$ cat config.mk
export PLATFORM = sky130hd
export DESIGN_NAME = rpie_ctrl
export DESIGN_NICKNAME = d
export VERILOG_FILES = /design/src/hdl/ransac_plane_inlier_engine_defines.svh /design/src/hdl/rpie_pkg.sv /design/src/hdl/rpie_ctrl.sv
export SDC_FILE = /design/constraint.sdc
export NUM_CORES = 1
export LEC_CHECK = 0
export ABC_AREA = 1
export BUFFER_PORTS_ARGS = -buffer_cell sky130_fd_sc_hd__buf_4
export CORE_UTILIZATION = 45
export CTS_CLUSTER_SIZE = 24
export DETAILED_ROUTE_END_ITERATION = 8
export GPL_ROUTABILITY_DRIVEN = 0
export PLACE_DENSITY = 0.77
export REMOVE_ABC_BUFFERS = 1
export SYNTH_ARGS = -nofsm -noshare
export SYNTH_HDL_FRONTEND = slang
export SYNTH_SLANG_ARGS = --single-unit
$ cat constraint.sdc
create_clock -name clock -period 1.92 [get_ports clock]
set_input_delay 0.384 -clock clock [delete_from_list [all_inputs] [get_ports clock]]
set_output_delay 0.384 -clock clock [all_outputs]
set_load 0.005 [all_outputs]
$ cat src/hdl/ransac_plane_inlier_engine_defines.svh
// Assertion macros used by the plane inlier engine datapath.
`ifndef RANSAC_PLANE_INLIER_ENGINE_DEFINES_SVH
`define RANSAC_PLANE_INLIER_ENGINE_DEFINES_SVH
`ifndef SYNTHESIS
`define RPIE_ASSERT_ALWAYS(lbl, expr, msg) \
   lbl: assert property (@(posedge clock) disable iff (reset) (expr)) else $error(msg);
`define RPIE_ASSERT_IMPLY(lbl, ante, cons, msg) \
   lbl: assert property (@(posedge clock) disable iff (reset) (ante) |-> (cons)) else $error(msg);
`else
`define RPIE_ASSERT_ALWAYS(lbl, expr, msg)
`define RPIE_ASSERT_IMPLY(lbl, ante, cons, msg)
`endif
`endif

$ cat src/hdl/rpie_pkg.sv
// Shared types and constants of the plane inlier engine.
package rpie_pkg;
   localparam int MAX_POINTS_DEF = 1024;
   localparam int COORD_BITS_DEF = 16;
   localparam int IDX_BITS = 10;
   localparam int CNT_OUT_BITS = 11;
   localparam int TOL_BITS = 16;
   localparam logic [TOL_BITS-1:0] TOL_RESET = 16'd51;

   localparam logic [1:0] OP_LOAD = 2'd0;
   localparam logic [1:0] OP_TRIAL = 2'd1;
   localparam logic [1:0] OP_CLASSIFY = 2'd2;
   localparam logic [1:0] OP_CLEAR = 2'd3;

   localparam logic [1:0] ST_OK = 2'd0;
   localparam logic [1:0] ST_FULL = 2'd1;
   localparam logic [1:0] ST_BAD = 2'd2;

   localparam logic [1:0] RD_I1 = 2'd0;
   localparam logic [1:0] RD_I2 = 2'd1;
   localparam logic [1:0] RD_I3 = 2'd2;
   localparam logic [1:0] RD_K = 2'd3;

   // Multiply steps in the order the controller issues them.
   localparam logic [3:0] M_UYVZ = 4'd0;
   localparam logic [3:0] M_UZVY = 4'd1;
   localparam logic [3:0] M_UZVX = 4'd2;
   localparam logic [3:0] M_UXVZ = 4'd3;
   localparam logic [3:0] M_UXVY = 4'd4;
   localparam logic [3:0] M_UYVX = 4'd5;
   localparam logic [3:0] M_AA = 4'd6;
   localparam logic [3:0] M_BB = 4'd7;
   localparam logic [3:0] M_CC = 4'd8;
   localparam logic [3:0] M_TT = 4'd9;
   localparam logic [3:0] M_LIM = 4'd10;
   localparam logic [3:0] M_ADX = 4'd11;
   localparam logic [3:0] M_BDY = 4'd12;
   localparam logic [3:0] M_CDZ = 4'd13;
   localparam logic [3:0] M_RR = 4'd14;

   typedef struct packed {
      logic       cap_item;
      logic       k_init;
      logic       rd_en;
      logic [1:0] rd_sel;
      logic       cap_base;
      logic       cap_u;
      logic       cap_v;
      logic       cap_pt;
      logic       mult_start;
      logic [3:0] mult_op;
      logic       mult_store;
      logic       k_inc;
      logic       fin;
   } cmd_type;

   typedef struct packed {
      logic [1:0] op;
      logic       err;
      logic       last_point;
      logic       mult_done;
      logic       out_free;
   } stat_type;
endpackage

$ cat src/hdl/rpie_ctrl.sv
// Controller state machine that sequences loads, plane set-up and the point walk.
module rpie_ctrl (
   input  logic               clock,
   input  logic               reset,
   input  logic               req_valid,
   output logic               req_ready,
   input  rpie_pkg::stat_type stat,
   output rpie_pkg::cmd_type  cmd
);
   import rpie_pkg::*;

   localparam logic [3:0] S_IDLE = 4'd0;
   localparam logic [3:0] S_DEC = 4'd1;
   localparam logic [3:0] S_RD1 = 4'd2;
   localparam logic [3:0] S_RD2 = 4'd3;
   localparam logic [3:0] S_RD3 = 4'd4;
   localparam logic [3:0] S_RDV = 4'd5;
   localparam logic [3:0] S_MGO = 4'd6;
   localparam logic [3:0] S_MWAIT = 4'd7;
   localparam logic [3:0] S_PRD = 4'd8;
   localparam logic [3:0] S_PCAP = 4'd9;
   localparam logic [3:0] S_PNEXT = 4'd10;
   localparam logic [3:0] S_FIN = 4'd11;

   logic [3:0] state_ff, state_in;
   logic [3:0] op_ff, op_in;

   assign req_ready = (state_ff == S_IDLE);

   always_comb begin
      state_in = state_ff;
      op_in = op_ff;
      cmd = '0;
      cmd.mult_op = op_ff;
      case (state_ff)
         S_IDLE: begin
            if (req_valid) begin
               cmd.cap_item = 1'b1;
               state_in = S_DEC;
            end
         end
         S_DEC: begin
            if (!stat.err && (stat.op == OP_TRIAL || stat.op == OP_CLASSIFY)) begin
               state_in = S_RD1;
            end else begin
               state_in = S_FIN;
            end
         end
         S_RD1: begin
            cmd.rd_en = 1'b1;
            cmd.rd_sel = RD_I1;
            cmd.k_init = 1'b1;
            state_in = S_RD2;
         end
         S_RD2: begin
            cmd.rd_en = 1'b1;
            cmd.rd_sel = RD_I2;
            cmd.cap_base = 1'b1;
            state_in = S_RD3;
         end
         S_RD3: begin
            cmd.rd_en = 1'b1;
            cmd.rd_sel = RD_I3;
            cmd.cap_u = 1'b1;
            state_in = S_RDV;
         end
         S_RDV: begin
            cmd.cap_v = 1'b1;
            op_in = M_UYVZ;
            state_in = S_MGO;
         end
         S_MGO: begin
            cmd.mult_start = 1'b1;
            state_in = S_MWAIT;
         end
         S_MWAIT: begin
            if (stat.mult_done) begin
               cmd.mult_store = 1'b1;
               if (op_ff == M_LIM) begin
                  state_in = S_PRD;
               end else if (op_ff == M_RR) begin
                  state_in = S_PNEXT;
               end else begin
                  op_in = op_ff + 4'd1;
                  state_in = S_MGO;
               end
            end
         end
         S_PRD: begin
            cmd.rd_en = 1'b1;
            cmd.rd_sel = RD_K;
            state_in = S_PCAP;
         end
         S_PCAP: begin
            cmd.cap_pt = 1'b1;
            op_in = M_ADX;
            state_in = S_MGO;
         end
         S_PNEXT: begin
            if (stat.last_point) begin
               state_in = S_FIN;
            end else begin
               cmd.k_inc = 1'b1;
               state_in = S_PRD;
            end
         end
         S_FIN: begin
            if (stat.out_free) begin
               cmd.fin = 1'b1;
               state_in = S_IDLE;
            end
         end
         default: begin
            state_in = S_IDLE;
         end
      endcase
   end

   always_ff @(posedge clock) begin
      if (reset) begin
         state_ff <= S_IDLE;
         op_ff <= M_UYVZ;
      end else begin
         state_ff <= state_in;
         op_ff <= op_in;
      end
   end
endmodule

After elaboration in Yosys (flattened, before gate mapping)
Index checks and enable logic that the tools add are counted.
{"block": "op_classes", "mux": 27, "addsub": 1, "eq_ne": 20, "reduce_logical": 8}
{"operator": "$pmux 4 s11", "count": 1}
{"operator": "$mux 4", "count": 9}
{"operator": "$eq 4x4->1 const B", "count": 6}
{"operator": "$eq 4x3->1 const B", "count": 4}
{"operator": "$mux 1", "count": 14}
{"operator": "$pmux 3 s4", "count": 1}
{"operator": "$pmux 4 s3", "count": 1}
{"operator": "$ne 2x2->1 const B", "count": 5}
{"operator": "$eq 4x2->1 const B", "count": 2}
{"operator": "$add 4x1->4 const B", "count": 1}
{"operator": "$eq 4x1->1 const B", "count": 1}
{"operator": "$logic_not 4->1", "count": 1}
{"operator": "$reduce_and 4->1", "count": 1}
{"operator": "$reduce_and 3->1", "count": 1}
{"operator": "$reduce_bool 3->1", "count": 1}
{"operator": "$eq 2x1->1 const B", "count": 1}
{"operator": "$eq 2x2->1 const B", "count": 1}
{"operator": "$mux 2", "count": 1}
{"operator": "$reduce_or 2->1", "count": 1}
{"operator": "$logic_and 1x1->1", "count": 1}
{"operator": "$logic_not 1->1", "count": 1}
{"operator": "$logic_or 1x1->1", "count": 1}
{"block": "word_totals", "output_inout_bits": 18, "regBits": 8}

Longest topological paths before layout
Gate-level depths: netlist of the first run.
{"block": "logic_depth", "depth_word": 5, "depth_mapped": 11, "ltp_nobuf": 10}

Worst setup path after synthesis of the first run
Ideal clock, no wire load.
{"block": "synth_path", "kind": "reg-to-output", "from": "register state_ff[2]", "to": "output port cmd[14] (netlist name)", "n_path_buf": 0, "required_ns": 1.536, "stages_incl_launch_ff": 6, "path_slack_ns": 0.458, "arrival_ns": 1.078, "path_cell_list": "dfxtp_1 > inv_2 > nor2_4 > nand2_1 > o21ai_0 > o21bai_1"}
{"element": "start: declaration", "line": "rpie_ctrl.sv:25", "rtl": "logic [3:0] state_ff, state_in;"}
{"element": "start signal: assignment", "line": "rpie_ctrl.sv:124", "rtl": "state_ff <= state_in;"}
{"element": "end: declaration", "line": "rpie_ctrl.sv:8", "rtl": "output rpie_pkg::cmd_type cmd"}

==> impl_summary.md, run 1 <==
Global routing
The initial antenna violation count came to 0. The total routing usage reported by global routing is 20.27%. The number of global-route vias before repair is 715. Entering global routing, the biggest net connects 9 pins. The total congestion overflow after global routing is 0. The first-pass GRT wire length is between 2000 and 3000 um.

Pwr
The worst ir drop on vdd is 662.3 uV. The total chip power is 798.8 uW. The reported leakage power is 0.5524 nW. The total power density per cell area is 833.5 mW/mm2.

Place
Port buffering added 26 buffers. The HPWL after detailed placement is between 1000 and 1500 um. The post-placement worst setup slack is 303.7 ps.

Timing
Setup violations remaining at the end of the flow were counted as 0. The worst-margin pin slew is just under 300 ps. The relative slew slack is 80.37%. The number of hold violations in the final report is 0. The final-report max-slew violation count is 0. Setup slack on the critical path of the routed design comes to 177.4 ps.

Setup repair after global routing left no endpoint under its margin. The final hold slack is 357.0 ps. Based on the critical path, the design can be clocked at up to 573.8 MHz. The time the final worst path needs with I/O delays and setup is 1743 ps.

The final sum of negative setup slack is 0 ps. On the final layout, the worst clock skew is about 4.7 ps. The final cycle utilization of the critical path is between 90 and 100%.

Clock network
The clock net in this run drives a total of 8 sinks. The clock reaches the later pin of the worst-skew pair after approximately 250 ps. TritonCTS built the clock tree. Post-CTS timing repair inserted 0 buffers for setup. The root buffer selected by CTS is sky130_fd_sc_hd__clkbuf_4.

The clock-pin slew reported for the worst setup and hold paths after clock tree synthesis is 50 ps. The number of CTS-inserted buffers is 3. The worst-case clock buffer depth is 2. In this run the number of H-tree levels came out at 1.

Logic synthesis
The count of warnings emitted by yosys is 0. In the synthesized netlist, the number of instances is 123. The mapped netlist covers 734.5 um2. The share of synthesized area in the top cell type comes to 21.81%. In the post-synthesis netlist, the biggest area contributors are sky130_fd_sc_hd__dfxtp_1, sky130_fd_sc_hd__nand2_1, sky130_fd_sc_hd__nor2_1, sky130_fd_sc_hd__inv_1, sky130_fd_sc_hd__nand3_1.

In this run, distinct cell masters in the synthesized netlist total 23. The sequential-to-total area share from yosys stat is 21.81%. The average instance in the mapped netlist occupies 5.971 um2. The cell type contributing the most total cell area after synthesis is sky130_fd_sc_hd__dfxtp_1. The register bit total from synthesis is 8.

Routing
The routed length per placed instance is 10.28 um. The number of vias in the routed layout is 820. The total DRC errors in the routed layout is 0. The via density per instance is roughly 4.9. The total wirelength of the detailed-routed design is 1707 um. The first detailed-routing pass took 4 iterations. After the first detailed-routing iteration, the DRC count stood at 22. The post-route antenna net violation count is 0.

Critical path
The startpoint identified for the worst register-to-register timing path is state_ff[1]. STA classifies the critical path startpoint as a flip-flop. Data on the critical path arrives at its endpoint at 1360 ps. Among all stages on the critical path, the largest delay is contributed by sky130_fd_sc_hd__dfxtp_1. The setup slack of the most critical reg-to-reg path is 540 ps.

The number of buffers and inverters on the critical path is 2. The endpoint identified for the worst register-to-register timing path is op_ff[3]. The critical path's top delay family is flip-flops.

The element type at the critical path end is a primary output. The critical path start-end classification is flip-flop to primary output. For the worst flop-to-flop path, the logic depth is 9.

Of all nets on the critical path, the largest fanout is 6. Traced cell by cell, the critical path runs through inv_2, nor2_4, nand2_1, o21ai_1, o21bai_1, buf_4. STA puts the critical path data required time at 1540 ps. The cell count along the critical path is 6.

The delay of the slowest cell on the worst path is around 420 ps.

Finish
In the final design database the tool counted 164 nets. The number of filler instances in the final layout is 154. In the layout the commonest cells are sky130_fd_sc_hd__nand2_1, sky130_fd_sc_hd__buf_4, sky130_fd_sc_hd__nor2_1, sky130_fd_sc_hd__inv_1, sky130_fd_sc_hd__nand3_1. The number of antenna diodes is 0. The library cell used most frequently in the layout, excluding fill and tap cells, is sky130_fd_sc_hd__nand2_1. The share of layout cells above drive strength 1 is 29.33%.

Compared with the post-synthesis result, the final layout area differs by 30.49%. Measured on the finished design, the core utilization comes to approximately 63%.

Floorplan
The die covers ~0.0018 mm2. The core area is 0.001524 mm2. In this run the horizontal extent of the chip is 42.40 um. The vertical extent of the die is 42.40 um.

The I/O pin total is 27. The starting density of the core is 48.19%. The floorplan has 14 rows.

Job
Across the run, the number of max-cap violations was 0.

Min path
The source of the worst hold timing path is reset. The number of cells traversed by the worst hold path is 2. For hold timing, the worst endpoint is op_ff[2].

The type of the tightest min-delay check is primary input to flip-flop.

Status
The run finished with clean final reports.
-- synthesized netlist by cell type --
master	n
sky130_fd_sc_hd__nor3_1	1
sky130_fd_sc_hd__a21o_4	1
sky130_fd_sc_hd__nor2_1	17
sky130_fd_sc_hd__nand2_4	3
sky130_fd_sc_hd__ha_1	3
sky130_fd_sc_hd__dfxtp_1	8
sky130_fd_sc_hd__inv_2	3
sky130_fd_sc_hd__nor4_1	1
sky130_fd_sc_hd__inv_4	1
sky130_fd_sc_hd__nand2_2	3
sky130_fd_sc_hd__a21oi_1	8
sky130_fd_sc_hd__o21ai_0	4
sky130_fd_sc_hd__buf_1	1
sky130_fd_sc_hd__inv_1	16
sky130_fd_sc_hd__nor2_4	2
sky130_fd_sc_hd__xor2_1	1
sky130_fd_sc_hd__nor2_2	1
sky130_fd_sc_hd__o21bai_1	1
sky130_fd_sc_hd__buf_6	1
sky130_fd_sc_hd__nand2_1	34
sky130_fd_sc_hd__nand3_1	11
sky130_fd_sc_hd__nand3b_1	1
sky130_fd_sc_hd__nand4_1	1
-- through the flow --
stage | std cells | instance area (um2)
finish | 166 | 958.4
global route | 166 | 958.4
CTS | 166 | 957.2
detailed placement | 163 | 934.6
global placement | 163 | 934.6
floorplan | 121 | 719.4
-- registers in the layout, indices dropped and copies added, names as in the netlist --
register	cells
state_ff	4
op_ff	4
-- routing by layer --
| layer | GRT usage (%) | share of wire, % | vias up |
|---|---|---|---|
| li1 | - | - | 440 |
| met1 | 26.37 | 48 | 351 |
| met2 | 31.38 | 46 | 25 |
| met3 | 1.724 | 4.6 | 4 |
| met4 | 13.75 | 1.6 | 0 |
| met5 | 0 | 0 | - |
-- report_power, final --
part | switching [mW] | internal, mW | total (mW)
Clock | 0.0548 | 0.0713 | 0.126
Sequential | 0.0406 | 0.194 | 0.235
Combinational | 0.246 | 0.191 | 0.438
-- final cells by class --
type	instances	area [um2]	area share, %
multi-input combinational	93	481.7	50.26
timing repair buffer	26	195.2	20.37
sequential	8	161.4	16.84
inverter	20	77.57	8.094
clock buffer	3	22.52	2.350
tap	16	20.02	2.089
-- timing repair --
item,4_1_cts,5_1_grt
setup endpoints to repair,0,1
resized for setup,0,2
hold buffers,0,0
-- worst max-delay path by stage --
stage / startpoint / slack [ps] / to
after floorplan: state_ff[2] / 460 / cmd[14]
after global placement: state_ff[2] / 380 / cmd[14]
after detailed placement: state_ff[2] / 300 / cmd[14]
after CTS: state_ff[2] / 30 / cmd[14]
after global routing: state_ff[3] / 60 / cmd[14]
final: state_ff[3] / 180 / cmd[14]
-- cells by family after synthesis --
group / after synthesis / synth area share, %
and+or+nand+nor: 75 / 48.04
xor gates and xnor gates: 1 / 1.193
adders and majority gates: 3 / 5.111
buffers and inverters: 22 / 12.61
DFF: 8 / 21.81
AOI/OAI and AO/OA: 14 / 11.24
(Power assumes the default switching activity.)
==> run 2, diff against run 1 <==
--- a/config.mk
+++ b/config.mk
@@ -5,13 +5,12 @@
 export SDC_FILE = /design/constraint.sdc
 export NUM_CORES = 1
 export LEC_CHECK = 0
-export ABC_AREA = 1
 export BUFFER_PORTS_ARGS = -buffer_cell sky130_fd_sc_hd__buf_4
 export CORE_UTILIZATION = 45
 export CTS_CLUSTER_SIZE = 24
 export DETAILED_ROUTE_END_ITERATION = 8
 export GPL_ROUTABILITY_DRIVEN = 0
-export PLACE_DENSITY = 0.77
+export PLACE_DENSITY = 0.76
 export REMOVE_ABC_BUFFERS = 1
 export SYNTH_ARGS = -nofsm -noshare
 export SYNTH_HDL_FRONTEND = slang
==> run 2 against run 1 <==
Sequential power increased by 33%. Non-clock buffer count is 1 higher. Combinational power about the same. Clock skew is 9.9 ps higher. Flip-flop and latch count did not move. Setup slack worse by 25 ps. Critical endpoint unchanged. Clock-buffer cell count unchanged. Wire length is 18% higher.
==> impl_summary.md, run 2 <==
Timing
In this run the tightest slew margin relative to its limit is between 70% and 80%. The final hold slack is between 300 and 400 ps. Summed over all failing endpoints, the final setup total negative slack is 0 ps. The number of hold violations in the final report was 0. Of the available clock period, the critical path in the final layout requires 92.06%.

For the pin with the worst max-slew slack, the measured transition is 370.6 ps. The total setup violations reported at the end of the flow is 0. The clock arrives with roughly 15 ps of skew.

The final-report max-slew violation count is 0. The worst path meets setup with 152.5 ps of slack. Setup repair after global routing left no endpoint under its margin. The time the final worst path needs with I/O delays and setup is 1767 ps. For this run, the top clock speed supported by timing is 565.8 MHz.

Finish
Summing all non-filler instances in the final layout gives an area of 988.4 um2. 0 antenna diodes ended up in the layout. The synthesis-to-finish area growth is 24.80%. After the last flow step, the layout net total stands at 144. Of the cells placed in the final design, the portion with a size suffix greater than 1 is 28.46%. The library cells used most frequently in the layout, excluding fill and tap cells, are sky130_fd_sc_hd__buf_4, sky130_fd_sc_hd__inv_1, sky130_fd_sc_hd__nor3_1, sky130_fd_sc_hd__a21oi_1, sky130_fd_sc_hd__nor2_1. The largest registers in the layout are op_ff (4), state_ff (4). The layout has 158 filler cells. Leaving out fill and tap cells, the most frequent cell in the layout is sky130_fd_sc_hd__buf_4.

Global routing
The first-pass GRT wire length is 3229 um. Global routing consumed, over all layers together, 22.78% of the routing resources. The initial antenna violation count came to 0. Summed over all layers, the global routing overflow is 0. The number of global-route vias before repair is just over 700.

The maximum number of pins on one net before global-route repair is 22.

Critical path
The slowest stage of the critical path is the sky130_fd_sc_hd__dfxtp_2 cell. In this design, the stage delay of the slowest critical-path cell is about 410 ps. The worst setup path is launched from a flip-flop.

The critical path goes through nand2b_1, o32ai_1, buf_4. In this run the worst setup path terminates at cmd[14]. Together, buffers and inverters on the worst path number 1.

The setup slack of the most critical reg-to-reg path is 260 ps. The number of cells on the worst reg-to-reg path is 5. The origin of the critical flop-to-flop path is op_ff[1]. STA puts the critical path data required time at 1540 ps.

The element type at the critical path end is a primary output. The critical path in this run is classified as flip-flop to primary output. The most critical setup path has its startpoint at state_ff[2].

The maximum net fanout on the critical path is 21. The critical path's top delay family is flip-flops. The worst path arrival time is 1380 ps. In this run the critical register-to-register path is captured at op_ff[2]. In this run the number of cells on the critical path is 3.

Routing
The first detailed-routing pass took 6 iterations. The via density per instance is 5.993. In the final routed layout, each cell accounts on average for 13.77 um.

The number of vias in the routed layout is between 800 and 900. For this run, design rule violations remaining after detail routing come to 0. For this block, the initial DRC count from the detailed router was 17. The total wirelength of the detailed-routed design is 2010 um.

The post-route antenna net violation count is 0.

Logic synthesis
The commonest cells after synthesis are sky130_fd_sc_hd__inv_1, sky130_fd_sc_hd__a21oi_1, sky130_fd_sc_hd__nor3_1. Of the post-synthesis cell area, the dominant cell type holds roughly a fifth. The sequential-to-total area share from yosys stat is about 20%.

Yosys attributes the largest share of cell area to sky130_fd_sc_hd__dfxtp_1, sky130_fd_sc_hd__a21oi_1, sky130_fd_sc_hd__nor3_1, sky130_fd_sc_hd__ha_1, sky130_fd_sc_hd__inv_1. Counting flops and latches in the post-synthesis netlist gives 8. For this run, the leading register cell type out of synthesis is sky130_fd_sc_hd__dfxtp_1. The count of flip-flops with a built-in enable after synthesis is 0. The number of instances in the synthesized netlist is 109.

The cell area that synthesis handed to floorplanning was 792.0 um2. For this run, the number of Yosys warnings is 0. The proportion of register bits with asynchronous set or reset after synthesis is 0%. In this run, distinct cell masters in the synthesized netlist total 44. By instance count, the leading cell after synthesis is sky130_fd_sc_hd__inv_1. Averaged over all synthesized cells, the footprint is just over 7 um2. The cell type contributing the most total cell area after synthesis is sky130_fd_sc_hd__dfxtp_1.

Place
The post-placement worst setup slack is 193.7 ps. Input and output buffers added on the ports amount to 26. Detailed placement ended at an HPWL of 1521 um. The placed instance area is 960.9 um2.

Clock network
The worst-case clock buffer depth is 2. The tree built by TritonCTS fans out to 8 sinks. The number of H-tree levels is 1. Clock tree synthesis inserted a total of 3 buffers.

The later pin in the worst-skew pair is clocked with a latency of 260 ps. The root buffer cell chosen for the clock tree is sky130_fd_sc_hd__clkbuf_4. The clock-pin slew reported for the worst setup and hold paths after clock tree synthesis is 60 ps. Buffers added to address setup during post-CTS repair amount to 0. The clock tree from TritonCTS is yes.

Job
The max capacitance violation total is 0.

Floorplan
Once the floorplan was initialized, standard cells occupied 50.24% of the core. After floorplanning, the core was divided into 14 placement rows. During I/O placement, the number of pins put on the boundary was 27. The core area is around 0.0016 mm2. The floorplan step set the die height to roughly 44 um. The horizontal extent of the die is between 40 and 50 um. The total die area is 0.001932 mm2.

Pwr
Dividing total power by cell area gives a power density of 892.3 mW/mm2. The reported leakage power is roughly 0.42 nW. Overall power consumption after layout is estimated at 882.0 uW.

The worst ir drop on vdd is between 300 and 400 uV.

Min path
The min-delay analysis places its worst path in the category primary input to flip-flop.

Status
The flow ran to the end, and the final reports show no timing, DRC or antenna violations.
run 2: how the worst min path moves through the flow:
stage                        start     endpoint  slack (ps)  cells after the start
after floorplan              reset  state_ff[1]         450                      1
after global placement    op_ff[3]     op_ff[3]         580                      2
after detailed placement  op_ff[0]     op_ff[0]         590                      2
after CTS                    reset     op_ff[0]         360                      2
after global routing         reset     op_ff[0]         370                      2
final                        reset     op_ff[0]         360                      2
run 2: what timing repair did:
item                       4_1_cts  5_1_grt
gates resized for setup          2        2
setup endpoints to repair        5        6
hold buffers                     0        0
run 2: power breakdown:
group / switching (mW) / internal (mW)
sequential: 0.110 / 0.202
combinational: 0.202 / 0.239
clock: 0.0582 / 0.0716
run 2: logic make-up (layout without fill, tap and decap cells):
| logic type | after synthesis | after routing | share of synthesized area [%] |
|---|---|---|---|
| compound gates | 37 | 37 | 32.23 |
| buf+inv | 19 | 40 | 11.53 |
| xor+xnor | 1 | 1 | 1.106 |
| fa+ha+maj | 3 | 3 | 4.740 |
| flops | 8 | 8 | 20.22 |
| simple gates | 39 | 39 | 27.65 |
| mux | 2 | 2 | 2.528 |
run 2: through the flow:
| stage | instances | util, % |
|---|---|---|
| 2_1_floorplan | 100 | - |
| 3_3_place_gp | 143 | 60.95 |
| 3_5_place_dp | 143 | 60.95 |
| 4_1_cts | 146 | 62.54 |
| 5_1_grt | 146 | 62.70 |
| 6_report | 146 | 62.70 |
run 2: metal layers:
layer	vias up	track usage, %	part of all wire, %
met4	0	8.485	0.55
met1	406	27.71	44
li1	446	-	-
met3	2	5.417	4.7
met2	21	38.81	51
met5	-	0	0
run 2: final cells by class:
cell class	instances	area (um2)	area share [%]
Multi-Input combinational cell	82	540.5	54.68
Inverter	10	37.54	3.797
Timing Repair Buffer	27	202.7	20.51
Tap cell	16	20.02	2.025
Clock buffer	3	22.52	2.278
Sequential cell	8	165.2	16.71
